$ cat src/hw/rtl/clt_pkg.sv
// ----------------------------------------------------------------------------
// Command line tokenizer package
// Result kinds, tokenizer phases, special bytes and the result bundle passed to the queue.
// ----------------------------------------------------------------------------
package clt_pkg;

  // Result kinds.
  localparam logic [1:0] KIND_BYTE     = 2'd0;
  localparam logic [1:0] KIND_WORD_END = 2'd1;
  localparam logic [1:0] KIND_LINE_END = 2'd2;

  // Tokenizer phases.
  localparam logic [1:0] PHASE_BETWEEN = 2'd0;
  localparam logic [1:0] PHASE_IN_WORD = 2'd1;
  localparam logic [1:0] PHASE_IGNORE  = 2'd2;

  // Special bytes.
  localparam logic [7:0] CH_NL     = 8'h0a;
  localparam logic [7:0] CH_NUL    = 8'h00;
  localparam logic [7:0] CH_CR     = 8'h0d;
  localparam logic [7:0] CH_SPACE  = 8'h20;
  localparam logic [7:0] CH_TAB    = 8'h09;
  localparam logic [7:0] CH_HASH   = 8'h23;
  localparam logic [7:0] CH_BSLASH = 8'h5c;
  localparam logic [7:0] CH_DQUOTE = 8'h22;
  localparam logic [7:0] CH_SQUOTE = 8'h27;
  localparam logic [7:0] CH_LOWER_N = 8'h6e;
  localparam logic [7:0] CH_LOWER_R = 8'h72;
  localparam logic [7:0] CH_ZERO   = 8'h30;
  localparam logic [7:0] CH_SEVEN  = 8'h37;

  // Octal digit count at which the next digit completes an escape.
  localparam logic [1:0] OCTAL_LAST = 2'd2;

  // One result without its word count.
  typedef struct packed {
    logic [1:0] kind;
    logic [7:0] value;
  } result_t;

  // All results caused by one input byte.
  typedef struct packed {
    logic [1:0]       cnt;
    result_t [2:0]    res;
    logic [6:0]       word_count;
  } bundle_t;

endpackage

$ cat src/hw/rtl/clt_front.sv
// ----------------------------------------------------------------------------
// Tokenizer front end
// Accepts one byte per cycle while the queue is not full, tracks the word state
// and builds the bundle of results that the byte causes.
// ----------------------------------------------------------------------------
module clt_front #(
  parameter int MAX_WORDS = 64
) (
  input  logic             clk,
  input  logic             rst,
  input  logic             ch_valid,
  input  logic [7:0]       ch,
  input  logic             q_full,
  output logic             ch_stall,
  output logic             push,
  output clt_pkg::bundle_t push_data
);

  logic [1:0] phase, phase_next;
  logic [7:0] quote_char, quote_next;
  logic       escape_pending, esc_next;
  logic [1:0] octal_digits, odig_next;
  logic [7:0] octal_value, oval_next;
  logic [6:0] words_seen, words_next;

  logic       accept;
  logic       is_end, is_blank, is_oct, go, word_ok;
  logic [1:0] n;
  clt_pkg::bundle_t bnd;

  assign accept   = ch_valid && !q_full;
  assign ch_stall = q_full;
  assign push     = accept && (bnd.cnt != 2'd0);
  assign push_data = bnd;

  assign is_end   = (ch == clt_pkg::CH_NL) || (ch == clt_pkg::CH_NUL);
  assign is_blank = (ch == clt_pkg::CH_SPACE) || (ch == clt_pkg::CH_TAB);
  assign is_oct   = (ch >= clt_pkg::CH_ZERO) && (ch <= clt_pkg::CH_SEVEN);

  // Next state and the results of the current byte.
  always_comb begin
    phase_next = phase;
    quote_next = quote_char;
    esc_next   = escape_pending;
    odig_next  = octal_digits;
    oval_next  = octal_value;
    words_next = words_seen;
    bnd        = '0;
    n          = 2'd0;
    go         = 1'b1;
    word_ok    = 1'b1;

    if (is_end) begin
      // Flush the octal byte, close the word, then report the line end.
      if (octal_digits != 2'd0) begin
        bnd.res[n] = '{kind: clt_pkg::KIND_BYTE, value: octal_value};
        n = n + 2'd1;
      end
      if (phase == clt_pkg::PHASE_IN_WORD) begin
        bnd.res[n] = '{kind: clt_pkg::KIND_WORD_END, value: 8'd0};
        n = n + 2'd1;
      end
      bnd.res[n] = '{kind: clt_pkg::KIND_LINE_END, value: 8'd0};
      n = n + 2'd1;
      bnd.word_count = words_seen;
      phase_next = clt_pkg::PHASE_BETWEEN;
      quote_next = 8'd0;
      esc_next   = 1'b0;
      odig_next  = 2'd0;
      oval_next  = 8'd0;
      words_next = 7'd0;
    end else if (phase != clt_pkg::PHASE_IGNORE) begin
      // An octal escape in progress takes digits or is flushed.
      if (octal_digits != 2'd0) begin
        if (is_oct) begin
          oval_next = {octal_value[4:0], ch[2:0]};
          if (octal_digits == clt_pkg::OCTAL_LAST) begin
            bnd.res[n] = '{kind: clt_pkg::KIND_BYTE, value: oval_next};
            n = n + 2'd1;
            odig_next = 2'd0;
            oval_next = 8'd0;
          end else begin
            odig_next = octal_digits + 2'd1;
          end
          go = 1'b0;
        end else begin
          bnd.res[n] = '{kind: clt_pkg::KIND_BYTE, value: octal_value};
          n = n + 2'd1;
          odig_next = 2'd0;
          oval_next = 8'd0;
        end
      end

      if (go) begin
        // Between words a byte may start a word or the ignored tail.
        if (phase == clt_pkg::PHASE_BETWEEN) begin
          if (is_blank) begin
            word_ok = 1'b0;
          end else if ((ch == clt_pkg::CH_HASH) || (words_seen >= 7'(MAX_WORDS))) begin
            phase_next = clt_pkg::PHASE_IGNORE;
            word_ok    = 1'b0;
          end else begin
            words_next = words_seen + 7'd1;
            phase_next = clt_pkg::PHASE_IN_WORD;
          end
        end

        // Byte inside a word.
        if (word_ok) begin
          if (escape_pending) begin
            esc_next = 1'b0;
            if (ch == clt_pkg::CH_LOWER_N) begin
              bnd.res[n] = '{kind: clt_pkg::KIND_BYTE, value: clt_pkg::CH_NL};
              n = n + 2'd1;
            end else if (ch == clt_pkg::CH_LOWER_R) begin
              bnd.res[n] = '{kind: clt_pkg::KIND_BYTE, value: clt_pkg::CH_CR};
              n = n + 2'd1;
            end else if (is_oct) begin
              oval_next = {5'd0, ch[2:0]};
              odig_next = 2'd1;
            end else begin
              bnd.res[n] = '{kind: clt_pkg::KIND_BYTE, value: ch};
              n = n + 2'd1;
            end
          end else if (ch == clt_pkg::CH_BSLASH) begin
            esc_next = 1'b1;
          end else if (quote_char != 8'd0) begin
            if (ch == quote_char) begin
              quote_next = 8'd0;
            end else begin
              bnd.res[n] = '{kind: clt_pkg::KIND_BYTE, value: ch};
              n = n + 2'd1;
            end
          end else if ((ch == clt_pkg::CH_DQUOTE) || (ch == clt_pkg::CH_SQUOTE)) begin
            quote_next = ch;
          end else if (is_blank) begin
            bnd.res[n] = '{kind: clt_pkg::KIND_WORD_END, value: 8'd0};
            n = n + 2'd1;
            phase_next = clt_pkg::PHASE_BETWEEN;
          end else begin
            bnd.res[n] = '{kind: clt_pkg::KIND_BYTE, value: ch};
            n = n + 2'd1;
          end
        end
      end
    end

    bnd.cnt = n;
  end

  // State registers advance on each accepted byte.
  always_ff @(posedge clk) begin
    if (rst) begin
      phase          <= clt_pkg::PHASE_BETWEEN;
      quote_char     <= 8'd0;
      escape_pending <= 1'b0;
      octal_digits   <= 2'd0;
      octal_value    <= 8'd0;
      words_seen     <= 7'd0;
    end else if (accept) begin
      phase          <= phase_next;
      quote_char     <= quote_next;
      escape_pending <= esc_next;
      octal_digits   <= odig_next;
      octal_value    <= oval_next;
      words_seen     <= words_next;
    end
  end

endmodule

$ cat src/hw/rtl/clt_queue.sv
// ----------------------------------------------------------------------------
// Tokenizer bundle queue
// Small first-in first-out buffer of result bundles between front and back.
// ----------------------------------------------------------------------------
module clt_queue #(
  parameter int DEPTH = 4
) (
  input  logic             clk,
  input  logic             rst,
  input  logic             push,
  input  clt_pkg::bundle_t push_data,
  input  logic             pop,
  output logic             full,
  output logic             empty,
  output clt_pkg::bundle_t head
);

  localparam int PTR_W = (DEPTH > 1) ? $clog2(DEPTH) : 1;
  localparam int CNT_W = $clog2(DEPTH + 1);

  clt_pkg::bundle_t store [DEPTH];
  logic [PTR_W-1:0] wr_ptr, rd_ptr;
  logic [CNT_W-1:0] fill;

  assign full  = (fill == CNT_W'(DEPTH));
  assign empty = (fill == '0);
  assign head  = store[rd_ptr];

  // Storage write.
  always_ff @(posedge clk) begin
    if (push) begin
      store[wr_ptr] <= push_data;
    end
  end

  // Pointers and fill level.
  always_ff @(posedge clk) begin
    if (rst) begin
      wr_ptr <= '0;
      rd_ptr <= '0;
      fill   <= '0;
    end else begin
      if (push) begin
        wr_ptr <= (wr_ptr == PTR_W'(DEPTH - 1)) ? '0 : wr_ptr + 1'b1;
      end
      if (pop) begin
        rd_ptr <= (rd_ptr == PTR_W'(DEPTH - 1)) ? '0 : rd_ptr + 1'b1;
      end
      if (push && !pop) begin
        fill <= fill + 1'b1;
      end else if (pop && !push) begin
        fill <= fill - 1'b1;
      end
    end
  end

endmodule

$ cat src/hw/rtl/clt_back.sv
// ----------------------------------------------------------------------------
// Tokenizer back end
// Unpacks queued bundles into single results held in an output register.
// ----------------------------------------------------------------------------
module clt_back (
  input  logic             clk,
  input  logic             rst,
  input  logic             empty,
  input  clt_pkg::bundle_t head,
  output logic             pop,
  output logic             res_valid,
  input  logic             res_stall,
  output logic [1:0]       kind,
  output logic [7:0]       value,
  output logic [6:0]       word_count,
  output logic             last
);

  logic [1:0]        idx;
  logic              load, final_sel;
  clt_pkg::result_t  cur;

  assign load      = !empty && (!res_valid || !res_stall);
  assign final_sel = (idx == head.cnt - 2'd1);
  assign pop       = load && final_sel;
  assign cur       = head.res[idx];

  // Output valid and position within the bundle.
  always_ff @(posedge clk) begin
    if (rst) begin
      res_valid <= 1'b0;
      idx       <= 2'd0;
    end else if (load) begin
      res_valid <= 1'b1;
      idx       <= final_sel ? 2'd0 : idx + 2'd1;
    end else if (!res_stall) begin
      res_valid <= 1'b0;
    end
  end

  // Output payload.
  always_ff @(posedge clk) begin
    if (load) begin
      kind       <= cur.kind;
      value      <= cur.value;
      word_count <= (cur.kind == clt_pkg::KIND_LINE_END) ? head.word_count : 7'd0;
      last       <= final_sel;
    end
  end

endmodule

$ cat src/hw/rtl/command_line_tokenizer_core.sv
// A byte's first result passes through the bundle queue and then the output register.
// Throughput: one byte per cycle; the result port gives one result per cycle while
// res_stall is low, so bytes with two or three results are absorbed by the QUEUE_DEPTH
// bundle queue and the input stalls only when that queue is full.
// Reset: synchronous rst returns the tokenizer to between words, empties the
// queue and drops the output register.
// ----------------------------------------------------------------------------
// Command line tokenizer core
// Splits a command line, one byte per request, into word bytes, word ends and
// a line end carrying the word count.
// ----------------------------------------------------------------------------
module command_line_tokenizer_core #(
  parameter int MAX_WORDS   = 64,
  parameter int QUEUE_DEPTH = 4
) (
  input  logic       clk,
  input  logic       rst,
  input  logic       ch_valid,
  output logic       ch_stall,
  input  logic [7:0] ch,
  output logic       res_valid,
  input  logic       res_stall,
  output logic [1:0] kind,
  output logic [7:0] value,
  output logic [6:0] word_count,
  output logic       last
);

  logic             push, pop, q_full, q_empty;
  clt_pkg::bundle_t push_data, head;

  // Classification and word state.
  clt_front #(.MAX_WORDS(MAX_WORDS)) u_front (
    .clk       (clk),
    .rst       (rst),
    .ch_valid  (ch_valid),
    .ch        (ch),
    .q_full    (q_full),
    .ch_stall  (ch_stall),
    .push      (push),
    .push_data (push_data)
  );

  // Decoupling queue.
  clt_queue #(.DEPTH(QUEUE_DEPTH)) u_queue (
    .clk       (clk),
    .rst       (rst),
    .push      (push),
    .push_data (push_data),
    .pop       (pop),
    .full      (q_full),
    .empty     (q_empty),
    .head      (head)
  );

  // Result serialization.
  clt_back u_back (
    .clk        (clk),
    .rst        (rst),
    .empty      (q_empty),
    .head       (head),
    .pop        (pop),
    .res_valid  (res_valid),
    .res_stall  (res_stall),
    .kind       (kind),
    .value      (value),
    .word_count (word_count),
    .last       (last)
  );

endmodule

$ cat config.mk
export PLATFORM = sky130hd
export DESIGN_NAME = command_line_tokenizer_core
export DESIGN_NICKNAME = d
export VERILOG_FILES = /design/src/hw/rtl/clt_pkg.sv /design/src/hw/rtl/clt_front.sv /design/src/hw/rtl/clt_queue.sv /design/src/hw/rtl/clt_back.sv /design/src/hw/rtl/command_line_tokenizer_core.sv
export SDC_FILE = /design/constraint.sdc
export NUM_CORES = 1
export LEC_CHECK = 0
export ABC_AREA = 1
export BUFFER_PORTS_ARGS = -buffer_cell sky130_fd_sc_hd__buf_2
export CORE_ASPECT_RATIO = 0.8
export CORE_MARGIN = 2
export CORE_UTILIZATION = 45
export DETAILED_ROUTE_END_ITERATION = 16
export PLACE_DENSITY = 0.72
export SLEW_MARGIN = 10
export SYNTH_ARGS = -nofsm -noshare
export SYNTH_HDL_FRONTEND = slang
export SYNTH_SLANG_ARGS = --single-unit
$ cat constraint.sdc
create_clock -name clk -period 4.1 [get_ports clk]
set_input_delay 0.82 -clock clk [delete_from_list [all_inputs] [get_ports clk]]
set_output_delay 0.82 -clock clk [all_outputs]
set_load 0.01 [all_outputs]
Word-level counts from Yosys, hierarchy flattened
Memory sizes are Yosys's and may differ from the RTL's. A register that Yosys moved wholly into a read port is not among the register bits.
Cells that the tools add are included.
{"block": "word_totals", "register_bits": 56, "ram_bits": 156, "inputBits": 12, "output_inout_bits": 20, "word_cells": 243, "mem_count": 1}
{"memory": "u_queue.store", "words": 4, "word_bits": 39, "read_ports": 1, "rd_clocked_by_memory_dff": 1, "wr": 1, "line_no": "clt_queue.sv:21", "rtl": "clt_pkg::bundle_t store [DEPTH];"}
{"block": "op_classes", "add_sub_neg": 11, "n_lt_le_gt_ge": 10, "eq_ne": 24, "n_mux": 129, "bitwise_logic": 15, "reduce_logical": 38}
{"op": "$mux W30", "count": 15}
{"op": "$mux W8", "count": 23}
{"op": "$mux W2", "count": 46}
{"op": "$not A27 Y27", "count": 3}
{"op": "$mux W10", "count": 8}
{"op": "$demux W10 S2", "count": 3}
{"op": "$and A9 B27 Y27", "count": 2}
{"op": "$mux W7", "count": 7}
{"op": "$eq A8 B6 Y1 const B", "count": 4}
{"op": "$bwmux W30", "count": 1}
{"op": "$and A27 B27 Y27", "count": 1}
{"op": "$and A8 B24 Y24", "count": 1}
{"op": "$eq A8 B7 Y1 const B", "count": 3}
{"op": "$not A24 Y24", "count": 1}
{"op": "$mux W1", "count": 23}
{"op": "$and A7 B21 Y21", "count": 1}
{"op": "$not A21 Y21", "count": 1}
{"op": "$bmux W10 S2", "count": 1}
{"op": "$eq A8 B4 Y1 const B", "count": 2}
{"op": "$add A2 B1 Y2 const B", "count": 7}
{"op": "$reduce_bool A2 Y1", "count": 7}
{"op": "$lt A2 B3 Y1 const B", "count": 4}
{"op": "$logic_and A1 B1 Y1", "count": 10}
{"op": "$or A3 B9 Y9", "count": 1}
{"op": "32 further kinds", "count": 52}

Logic depth before layout (Yosys ltp)
Gate-level depths: netlist of run 1.
{"block": "depth", "word_depth": 21, "ltp_mapped": 26, "mapped_depth_nobuf": 25}

Cells and area by module
A second synthesis of run 1 with hierarchy kept.
{"block": "hier_totals", "cells_unflattened": 1053, "hier_area_um2": 10177.3}
{"module": "clt_queue", "n_inst": 1, "cells_each": 437, "area_per_inst_um2": 6244.7, "seq_area_each_um2": 4864.7}
{"module": "clt_front", "n_inst": 1, "cells_each": 501, "area_per_inst_um2": 2907.8, "seq_area_each_um2": 560.5}
{"module": "clt_back", "n_inst": 1, "cells_each": 115, "area_per_inst_um2": 1024.7, "seq_area_each_um2": 600.6}

Worst setup path after synthesis of run 1
Ideal clock, no wire load.
{"block": "synth_timing", "path_kind": "in2reg", "start": "input ch[0]", "end": "memory u_queue.store[0][0] (netlist name) (enable)", "setup_ns": 0.417, "arrival_ns": 3.522, "required_time_ns": 3.683, "slack_ns": 0.161, "stages": 16, "path_buffers": 1, "path_cell_list": "buf_4 -> nor2_4 -> nand2_1 -> a21oi_1 -> inv_1 -> ha_1 -> a21oi_1 -> nand2_1 -> nand2_1 -> nand2_1 -> nand2_1 -> nand2_1 -> nand2_1 -> nand2_2 -> nand2_2 -> nor2_1"}
{"block": "synth_via", "elab_chain_cells": 19, "word_cells_on_any_way": 49, "cone_classes": "add/sub: 1; order compare: 2; eq/ne: 10; mux: 28; reduce/logical: 8"}
{"item": "start: declaration", "line_no": "command_line_tokenizer_core.sv:20", "rtl": "input logic [7:0] ch,"}
{"item": "$ge A8 B6 Y1 or $le A8 B6 Y1 (tied branches)", "line_no": "clt_front.sv:38", "rtl": "assign is_oct = (ch >= clt_pkg::CH_ZERO) && (ch <= clt_pkg::CH_SEVEN);"}
{"item": "$logic_and A1 B1 Y1", "line_no": "clt_front.sv:38"}
{"item": "$mux W1", "line_no": "clt_front.sv:75", "rtl": "if (is_oct) begin"}
{"item": "$mux W2", "line_no": "clt_front.sv:74", "rtl": "if (octal_digits != 2'd0) begin"}
{"item": "$mux W2", "line_no": "clt_front.sv:72", "rtl": "end else if (phase != clt_pkg::PHASE_IGNORE) begin"}
{"item": "$mux W2", "line_no": "clt_front.sv:53", "rtl": "if (is_end) begin"}
{"item": "$add A2 B1 Y2"}
{"item": "$mux W2 (on tied branches)", "line_no": "clt_front.sv:134, clt_front.sv:118, clt_front.sv:128"}
{"item": "[... 3 more ...]"}
{"item": "$mux W2", "line_no": "clt_front.sv:109", "rtl": "if (word_ok) begin"}
{"item": "$mux W2", "line_no": "clt_front.sv:94", "rtl": "if (go) begin"}
{"item": "$mux W2", "line_no": "clt_front.sv:72"}
{"item": "$mux W2 (*)", "line_no": "clt_front.sv:53"}
{"item": "$reduce_bool A2 Y1 (*)", "line_no": "clt_front.sv:33", "rtl": "assign push = accept && (bnd.cnt != 2'd0);"}
{"item": "$logic_and A1 B1 Y1 (*)", "line_no": "clt_front.sv:33"}
{"item": "$mux W1 (*)", "line_no": "clt_queue.sv:31", "rtl": "if (push) begin"}
{"item": "$mux W1 (implied by the code) (*)", "line_no": "clt_queue.sv:32", "rtl": "store[wr_ptr] <= push_data;"}
{"item": "end: declaration", "line_no": "clt_queue.sv:21"}
Every way passes the cells marked *; elsewhere a longest branch is shown, timed or not. The select of a mux whose other input is x is not followed.

Worst setup path after layout of run 1
{"block": "layout_timing", "start": "input ch[2]", "end": "register u_queue.fill[2]"}
{"block": "layout_via", "elab_chain_cells": 20, "word_cells_on_any_way": 52, "cone_classes": "add/sub: 1; order compare: 2; eq/ne: 10; mux: 27; reduce/logical: 12"}
{"item": "$ge A8 B6 Y1 or $le A8 B6 Y1 (tied branches)", "line_no": "clt_front.sv:38"}
{"item": "$logic_and A1 B1 Y1", "line_no": "clt_front.sv:38"}
{"item": "$mux W1", "line_no": "clt_front.sv:75"}
{"item": "$mux W2", "line_no": "clt_front.sv:74"}
{"item": "$mux W2", "line_no": "clt_front.sv:72"}
{"item": "$mux W2", "line_no": "clt_front.sv:53"}
{"item": "$add A2 B1 Y2"}
{"item": "$mux W2 (on tied branches)", "line_no": "clt_front.sv:134, clt_front.sv:118, clt_front.sv:128"}
{"item": "[... 5 more ...]"}
{"item": "$mux W2", "line_no": "clt_front.sv:72"}
{"item": "$mux W2 (*)", "line_no": "clt_front.sv:53"}
{"item": "$reduce_bool A2 Y1 (*)", "line_no": "clt_front.sv:33"}
{"item": "$logic_and A1 B1 Y1 (*)", "line_no": "clt_front.sv:33"}
{"item": "net push", "line_no": "command_line_tokenizer_core.sv:29", "rtl": "logic push, pop, q_full, q_empty;"}
{"item": "$logic_not A1 Y1", "line_no": "clt_queue.sv:51", "rtl": "end else if (pop && !push) begin"}
{"item": "$logic_and A1 B1 Y1", "line_no": "clt_queue.sv:51"}
{"item": "$reduce_bool A2 Y1 (no source line)"}
{"item": "end signal: assignment", "line_no": "clt_queue.sv:50", "rtl": "fill <= fill + 1'b1;"}
{"item": "end signal: assignment", "line_no": "clt_queue.sv:52", "rtl": "fill <= fill - 1'b1;"}
{"item": "end: declaration", "line_no": "clt_queue.sv:23", "rtl": "logic [CNT_W-1:0] fill;"}
Mark *: on every way through the listed nets, which the timed path passes. The rest lies on a longest branch. The select of a mux whose other input is x is not followed.
A chain may end at the register's enable or synchronous reset.

==> results.json, run 1 <==
{
  "status": "complete, no violations",
  "drcViolationCount": 0,
  "dp_slack_ns": 0.282,
  "cts_tree": "yes",
  "finClkSkew_ns": 0.00741,
  "cp_max_fo": 11,
  "detailroute.via_count": 6238,
  "die_w_um": 156,
  "antenna_left": 0,
  "cts.repair.resized": 0,
  "clkLatencyLatePin_ns": 0.43,
  "synth_cell_types": 43,
  "cts_max_level": 4,
  "num_io_pins": 32,
  "layout-drive-gt1-share": 0.116,
  "grt_pass1_vias": 5589,
  "finalSetupViolations": 0,
  "start_kind": "input port",
  "die_area_um2": 19600,
  "hold_violations": 0,
  "drt-pass1-iter-count": 5,
  "regArea_um2": 4950,
  "synthArstFlopShare": 0,
  "placed_area_um2": 8790,
  "leakage_nw": 3.51,
  "ys.flop_type": "edfxtp_1",
  "ir_drop_uv": 320,
  "totalWireLength_um": 18900,
  "rows": 44,
  "grt_max_degree": 49,
  "cts.root.buffer_cell": "clkbuf_16",
  "yosysSeqAreaShare": 0.594,
  "total_power_mw": 6.39,
  "port_buffers": 31,
  "relSlewSlack": 0.446,
  "rsz0062_at_grt": "no",
  "fin_area_um2": 9370,
  "period_share": 0.838,
  "p_per_area_nw_per_um2": 682,
  "drv_cap": 0,
  "arrival_ns": 3.80,
  "slew_viol_final": 0,
  "drtIter0Drc": 710,
  "layout_setup_ws_ns": 0.664,
  "syn_area_um2": 8320,
  "yosys-top-cells-area": "edfxtp_1, dfxtp_1, nor2_1, o21ai_0, nand2_1",
  "hold_slack_ns": 0.467,
  "synth_edf_count": 138,
  "clk_path_buf_depth": 2,
  "diodes": 0,
  "wl_per_cell_um": 16.6,
  "post_cts_buffers": 0,
  "synth_top_area_frac": 0.498,
  "antenna_found_initial": 0,
  "multiInputGateArea_um2": 2880,
  "synth.avg_cell_area_um2": 9.59,
  "syn_nets": 893,
  "tightest_slew_ns": 0.822,
  "fin_setup_tns_ns": 0,
  "n_fill_cell": 1571,
  "fin_crit_ns": 3.44,
  "grt-ovfl-total": 0,
  "track_usage": 0.200,
  "die_h_um": 126,
  "yosys_register_bits": 178,
  "via_per_inst": 5.46,
  "fmax_mhz": 291,
  "dp_hpwl_um": 12400,
  "initial_core_util": 0.459,
  "clk_pin_slew_ns": 0.07,
  "worst_hold_path_type": "reg -> reg",
  "cts_inserted_buffers": 17,
  "cts_hold_buf": 0,
  "worst-setup-path-type": "in -> reg",
  "coreArea_um2": 18100,
  "endpoint_kind": "flip-flop",
  "gp_congestion": 0.982,
  "synth_top_area_cell": "edfxtp_1",
  "worstPathRequired_ns": 4.46,
  "synth_warnings": 0,
  "cts_sinks": 178,
  "final_net_count": 924,
  "synthCells": 868,
  "grt_pass1_wl_um": 30100,
  "area_growth_syn_to_layout_pct": 12.6
}
[worst max-delay path: stages]
cell and delay [ns]:
buf_2 0.18, nor2_1 0.22, nand2_1 0.11, a21oi_1 0.27
inv_1 0.09, ha_1 0.27, a21oi_1 0.06, nand2_1 0.09
nand2_1 0.05, nand2_1 0.05, nand2_1 0.05, nand2_1 0.07
nand2_1 0.09, nand2_2 0.11, nand2_2 0.12, inv_1 0.08
ha_1 0.14, inv_1 0.07, fa_1 0.44, nor2_1 0.11
nor2_1 0.04, nand2_1 0.07, o21ai_0 0.07, a21oi_1 0.13
[area by class of cell]
cell class	count	area share
timing repair buffer	47	0.0347
tap	230	0.0307
clock inverter	14	0.0160
multi-input combinational	562	0.307
sequential	178	0.528
inverter	93	0.0378
clock buffer	18	0.0458
[cells in the mapped netlist (2+ instances only)]
master      n
nor2_1    153
edfxtp_1  138
nand2_1   114
o21ai_0    94
inv_1      90
a21oi_1    45
dfxtp_1    40
clkbuf_1   28
nand3_1    27
o22ai_1    24
a31oi_1    12
ha_1       12
nor3_1      9
a211oi_1    8
nand4_1     8
o211ai_1    6
nand2_2     5
o31ai_1     5
xnor2_1     5
buf_4       4
nand2_4     4
o21ai_1     4
nand3_2     3
nor2_4      3
xor2_1      3
a32oi_1     2
buf_2       2
inv_4       2
nor2_2      2
nor3_4      2
nor3b_1     2
[metal layers]
layer,global-route usage,up-vias,wire (um)
li1,-,3057,-
met1,0.298,2899,8950
met2,0.294,259,8240
met3,0.0437,23,1480
met4,0.0610,0,257
met5,0,-,0
[placed cells by master (no fill, tap or decap), types with 2 or more instances in the layout]
cell	instances
a211oi_1	8
a21oi_1	45
a31oi_1	12
a32oi_1	2
buf_12	4
buf_2	31
buf_4	12
bufinv_16	2
clkbuf_16	17
clkinv_1	3
dfxtp_1	39
edfxtp_1	138
ha_1	12
inv_1	90
inv_4	2
inv_6	5
inv_8	2
nand2_1	114
nand2_2	5
nand2_4	4
nand3_1	27
nand3_2	3
nand4_1	8
nor2_1	149
nor2_2	6
nor2_4	3
nor3_1	9
nor3_4	2
nor3b_1	2
o211ai_1	6
o21ai_0	94
o21ai_1	4
o22ai_1	24
o31ai_1	5
xnor2_1	5
xor2_1	3
[logic make-up (layout without fill, tap and decap cells)]
family	count (synthesis)	in the layout	share of synthesized area
simple gates	335	335	0.176
compound gates	206	206	0.139
flops	178	178	0.594
buf+inv	128	172	0.0613
fa+ha+maj	13	13	0.0204
xor+xnor	8	8	0.00842
[sequential cells by signal, summed over array words and instances, names as in the netlist, named ones only]
name and cells:
u_back.kind 2, u_front.words_seen 7, u_back.last 1, u_front.octal_value 8, u_front.quote_char 8, u_front.phase 2, u_back.idx 2, u_front.octal_digits 2
u_front.escape_pending 1, u_queue.rd_ptr 2, u_back.res_valid 1, u_queue.wr_ptr 2, u_queue.fill 3, u_back.value 8, u_queue.store 120, u_back.word_count 7
[where the power goes]
group | switching (mW) | internal (mW) | total [mW]
clock | 0.693 | 0.908 | 1.60
combinational | 1.48 | 0.646 | 2.13
sequential | 0.131 | 2.53 | 2.66
total | 2.30 | 4.09 | 6.39
[final timing paths]
path	startpoint	end	slack, ns	cells after the start
worst min-delay path	u_front.octal_value[6]	u_front.octal_value[6]	0.47	2
worst min register to register	u_front.octal_value[6]	u_front.octal_value[6]	0.47	2
worst max register to register	u_front.octal_digits[0]	u_queue.fill[2]	0.83	23
worst max-delay path	ch[2]	u_queue.fill[2]	0.66	24
[stage by stage]
stage           util  instances
6_report       0.517       1142
5_1_grt        0.517       1142
4_1_cts        0.517       1142
3_5_place_dp   0.485       1110
3_3_place_gp   0.485       1110
2_1_floorplan      -        868
(Power assumes the default switching activity.)
==> run 2, diff against run 1 <==
clock period = 2.75 ns   (was 4.1 ns; I/O delays follow)
==> run 2 against run 1 <==
Total power rose by 55%. Register-to-register slack got worse by 0.64 ns. Clock power rose by 52%. Combinational power rose by 65%. Die area did not move. First-iteration DRC count fell by 8.3%. Core utilization rose by 3.7 points. Worst hold slack got worse by 0.025 ns.
==> results.json, run 2 (synthesis results as in run 1) <==
{
  "hold_violations": 0,
  "min_from": "res_stall",
  "detailroute.via_count": 6498,
  "p_int_mw": 6.34,
  "finClkSkew_ns": 0.0130,
  "fin_area_um2": 10000,
  "rr_endpoint": "u_queue.fill[1]",
  "n_fill_cell": 1512,
  "clk_pin_slew_ns": 0.07,
  "fin_setup_tns_ns": 0,
  "clk_path_buf_depth": 2,
  "worst-setup-path-type": "reg -> reg",
  "period_share": 0.931,
  "die_h_um": 126,
  "r2r_cells": 20,
  "cts_inserted_buffers": 17,
  "coreArea_um2": 18100,
  "endpoint_kind": "flip-flop",
  "p_clk_frac": 0.246,
  "p_seq_frac": 0.400,
  "final_net_count": 995,
  "die_w_um": 156,
  "crit_chain": "buf_6 -> nand4_4 -> nand2_1 -> inv_2 -> ha_1 -> a21oi_1 -> nand2_1 -> nand2_1 -> nand2_1 -> nand2_1 -> nand2_1 -> nand2_2 -> nand2_4 -> nand2_4 -> inv_2 -> ha_4 -> inv_2 -> fa_2 -> o21ai_1 -> a21oi_1",
  "drv_cap": 0,
  "totalWireLength_um": 19300,
  "layout-drive-gt1-share": 0.208,
  "grt-ovfl-total": 0,
  "drt-pass1-iter-count": 5,
  "port_buffers": 31,
  "initial_core_util": 0.459,
  "slew_viol_final": 0,
  "netSwitchingFraction": 0.361,
  "dp_cells": 1179,
  "drcViolationCount": 0,
  "ir_drop_uv": 469,
  "p_sw_mw": 3.58,
  "final_common_cell": "nor2_1",
  "leakage_nw": 3.88,
  "rows": 44,
  "cts_tree": "yes",
  "finalSetupViolations": 0,
  "track_usage": 0.205,
  "cts_hold_buf": 0,
  "antenna_left": 0,
  "grt_max_degree": 57,
  "fin_crit_ns": 2.56,
  "die_area_um2": 19600,
  "num_io_pins": 32,
  "wl_per_cell_um": 15.9,
  "via_per_inst": 5.36,
  "cpPeakStageDelay_ns": 0.42,
  "pwr-share-comb": 0.354,
  "holdPathStages": 5,
  "total_power_mw": 9.92,
  "final_cell_mix": "nor2_1, edfxtp_1, nand2_1",
  "worst_hold_path_type": "in -> reg",
  "r2r-start": "u_front.octal_digits[0]",
  "gp_congestion": 0.991,
  "antenna_found_initial": 0,
  "largest_reg_flops": 120,
  "largest-register": "u_queue.store",
  "start_kind": "flip-flop",
  "cp_max_fo": 5,
  "hold_end": "u_back.res_valid",
  "cts_max_level": 4,
  "placed_area_um2": 9360,
  "status": "complete, no violations",
  "cpMostUsedCell": "nand2_1",
  "area_growth_syn_to_layout_pct": 20.7,
  "cts_sinks": 178,
  "fmax_mhz": 391,
  "dp_hpwl_um": 13000,
  "grt_pass1_wl_um": 31200,
  "diodes": 0,
  "drtIter0Drc": 651,
  "arrival_ns": 2.89,
  "clkLatencyLatePin_ns": 0.44,
  "relSlewSlack": 0.567,
  "worstPathRequired_ns": 3.08,
  "grt_pass1_vias": 6140,
  "hold_slack_ns": 0.441,
  "slowest_stage": "fa_2",
  "r2r_slack_ns": 0.19,
  "instances_no_fill": 1213,
  "cts.root.buffer_cell": "clkbuf_16",
  "tightest_slew_ns": 0.645,
  "p_per_area_nw_per_um2": 988
}
## run 2: cell types whose count changed in the layout (fill, tap and decap cells not counted), moves of 3 or more
cell	delta
nand2_1	-5
inv_1	-4
buf_4	+69
nor2_4	+5
inv_2	+4
nor2_1	-8
nand2_4	+3
nor2_2	+3
## run 2: area by class of cell
type | count | area (um^2) | share of cell area
multi-input cells | 562 | 2980 | 0.297
flip-flops and latches | 178 | 4950 | 0.493
clock inverters | 15 | 174 | 0.0173
clock buffers | 17 | 425 | 0.0424
well taps | 230 | 288 | 0.0287
repair buffers | 118 | 868 | 0.0865
inverters | 93 | 357 | 0.0355
## run 2: layer usage
metal,GRT usage,vias to the layer above,share of wire
li1,-,3193,-
met1,0.292,3069,0.47
met2,0.318,207,0.45
met3,0.0423,29,0.062
met4,0.0621,0,0.015
met5,0,-,0
## run 2: worst max-delay path: cells and delay by family (launching register included)
kind,cells,cell delay [ns]
adder cells (fa/ha/maj),3,0.83
flip-flops,1,0.35
AO/OA/AOI/OAI,3,0.29
buffers and inverters,4,0.26
AND/OR/NAND/NOR,10,0.70
## run 2: power groups by stage
stage               sequential, mW  combinational [mW]  clock, mW
detailed placement            4.02                3.46          0
global placement              4.01                3.39          0
CTS                           3.96                3.48       2.48
floorplan                     4.07                2.16          0
finish                        3.96                3.51       2.44
global route                  4.02                3.97       2.59
## run 2: metrics by stage
step	utilization	setup slack, ns
finish	0.555	0.190
global route	0.555	-0.0186
CTS	0.550	0.118
detailed placement	0.517	-0.332
global placement	0.517	-0.321
floorplan	-	-0.211
## run 2: timing repair
action                     in CTS  in global routing
setup endpoints to repair       0                  2
buffers inserted                0                  2
hold endpoints to repair        0                  0
gates resized for setup         0                 24
## run 2: worst max-delay path by stage
stage / from / endpoint / slack [ns] / cells after the start
floorplan: ch[1] / u_queue.fill[1] / -0.21 / 22
global placement: ch[7] / u_queue.fill[1] / -0.32 / 19
detailed placement: ch[7] / u_queue.fill[1] / -0.33 / 19
CTS: ch[7] / u_queue.fill[2] / 0.12 / 25
global route: ch[7] / u_queue.fill[2] / -0.02 / 26
finish: u_front.octal_digits[0] / u_queue.fill[1] / 0.19 / 20
==> run 3, diff against run 2 <==
CELL_PAD_IN_SITES_DETAIL_PLACEMENT = 0   (was not set)
CELL_PAD_IN_SITES_GLOBAL_PLACEMENT = 1   (was not set)
CORE_UTILIZATION = 44   (was 45)
CTS_CLUSTER_SIZE = 10   (was not set)
PLACE_DENSITY = 0.85   (was 0.72)
==> run 3 against run 2 <==
Final area up 2.4%. Global-route usage up 1.1 points. Clock power about the same. Die area up 2.2%. Register-to-register slack worse by 0.06 ns. Combinational power up 6.6%. Worst hold slack worse by 0.0060 ns. Maximum frequency down 2.7%. Critical path depth up 5.
==> results.json, run 3 (synthesis results as in run 1) <==
{
  "via_per_inst": 5.25,
  "grt_pass1_wl_um": 33000,
  "largest_reg_flops": 120,
  "drv_cap": 0,
  "cts_sinks": 178,
  "clkLatencyLatePin_ns": 0.43,
  "drcViolationCount": 0,
  "port_buffers": 31,
  "die_area_um2": 20000,
  "period_share": 0.957,
  "leakage_nw": 3.98,
  "final_net_count": 1013,
  "track_usage": 0.215,
  "wl_per_cell_um": 16.2,
  "endpoint_kind": "flip-flop",
  "dp_cells": 1214,
  "dp_hpwl_um": 13600,
  "rows": 44,
  "grt_max_degree": 57,
  "fin_area_um2": 10300,
  "worst_hold_path_type": "in -> reg",
  "status": "complete, no violations",
  "drtIter0Drc": 606,
  "slowest_stage": "fa_2",
  "cp_max_fo": 3,
  "wl_met2_um": 9110,
  "rsz0062_at_grt": "yes",
  "fin_crit_ns": 2.63,
  "num_io_pins": 32,
  "drt-pass1-iter-count": 7,
  "final_cell_mix": "nor2_1, edfxtp_1, nand2_1",
  "tightest_slew_ns": 0.624,
  "coreArea_um2": 18300,
  "slew_viol_final": 0,
  "finClkSkew_ns": 0.0110,
  "clk_pin_slew_ns": 0.07,
  "relSlewSlack": 0.580,
  "instances_no_fill": 1254,
  "layout-drive-gt1-share": 0.225,
  "clk_path_buf_depth": 2,
  "wl_met3_um": 1380,
  "p_per_area_nw_per_um2": 986,
  "finalSetupViolations": 0,
  "cts_tree": "yes",
  "fin_util": 0.561,
  "cts_hold_buf": 0,
  "initial_core_util": 0.454,
  "cts_inserted_buffers": 17,
  "start_kind": "input port",
  "drt-met1-wl_um": 9590,
  "area_growth_syn_to_layout_pct": 23.6,
  "grt_pass1_vias": 6181,
  "layout_setup_ws_ns": 0.119,
  "hold_violations": 0,
  "n_fill_cell": 1575,
  "antenna_found_initial": 0,
  "fmax_mhz": 380,
  "die_w_um": 158,
  "cpPeakStageDelay_ns": 0.35,
  "worstPathRequired_ns": 3.12,
  "placed_area_um2": 9480,
  "dp_slack_ns": -0.387,
  "ir_drop_uv": 448,
  "final_common_cell": "nor2_1",
  "die_h_um": 127,
  "arrival_ns": 3.00,
  "diodes": 0,
  "highest_layer": "met4",
  "cts_max_level": 4,
  "cpMostUsedCell": "nand2_1",
  "worst-setup-path-type": "in -> reg",
  "antenna_left": 0,
  "largest-register": "u_queue.store",
  "detailroute.via_count": 6578,
  "gp_congestion": 0.964,
  "cts.root.buffer_cell": "clkbuf_16",
  "grt-ovfl-total": 0,
  "totalWireLength_um": 20300
}
[run 3: changes by cell type in the layout (fill, tap and decap cells not counted), sizes merged]
cell	before	now
clkinv	5	2
buf	117	135
clkbuf	18	20
inv	99	100
[run 3: final cells by class]
class / instances / area, um^2 / area share
inverter: 93 / 362 / 0.0352
tap: 253 / 317 / 0.0308
clock buffer: 19 / 433 / 0.0421
sequential: 178 / 4950 / 0.482
multi-input combinational: 562 / 3020 / 0.294
timing repair buffer: 136 / 1030 / 0.100
clock inverter: 13 / 165 / 0.0161
[run 3: power breakdown]
part           total (mW)  leakage (nW)  switching [mW]  internal (mW)
Combinational        3.74          2.07            2.39           1.35
Sequential           3.96          1.63           0.188           3.78
Clock                2.44         0.287            1.06           1.37
Total                10.1          3.98            3.64           6.50
[run 3: per-stage QoR]
| step | power, mW | hold WS [ns] | setup TNS, ns |
|---|---|---|---|
| 3_5_place_dp | 7.57 | 0.456 | -22.05 |
| 3_3_place_gp | 7.51 | 0.453 | -17.44 |
| 2_1_floorplan | 6.23 | 0.445 | -8.37 |
| 4_1_cts | 10.0 | 0.421 | 0 |
| 5_1_grt | 10.8 | 0.461 | -0.0855 |
| 6_report | 10.1 | 0.435 | 0 |
[run 3: repair_timing]
item                                    4_1_cts  5_1_grt
gates resized for setup                       0       47
setup buffers                                 0        8
endpoints found under the setup margin        0        2
[run 3: path summary, 6_finish.rpt]
path	start	end	slack (ns)	depth (start not counted)
setup reg to reg	u_front.octal_digits[0]	u_queue.fill[2]	0.13	23
hold / removal	res_stall	u_back.res_valid	0.44	5
setup / recovery	ch[6]	u_queue.fill[2]	0.12	25
hold reg to reg	u_front.octal_value[6]	u_front.octal_value[6]	0.46	2
[run 3: worst max-delay path: cells and delay by family]
family                   cells  cell delay (ns)
AO/OA/AOI/OAI                3             0.23
adder cells (fa/ha/maj)      3             0.73
buffers and inverters        5             0.42
AND/OR/NAND/NOR             14             1.06
[run 3: layer usage]
layer | GRT usage | up-vias
met1 | 0.320 | 3123
met5 | 0 | -
met3 | 0.0400 | 18
met4 | 0.0556 | 0
met2 | 0.326 | 200
li1 | - | 3237
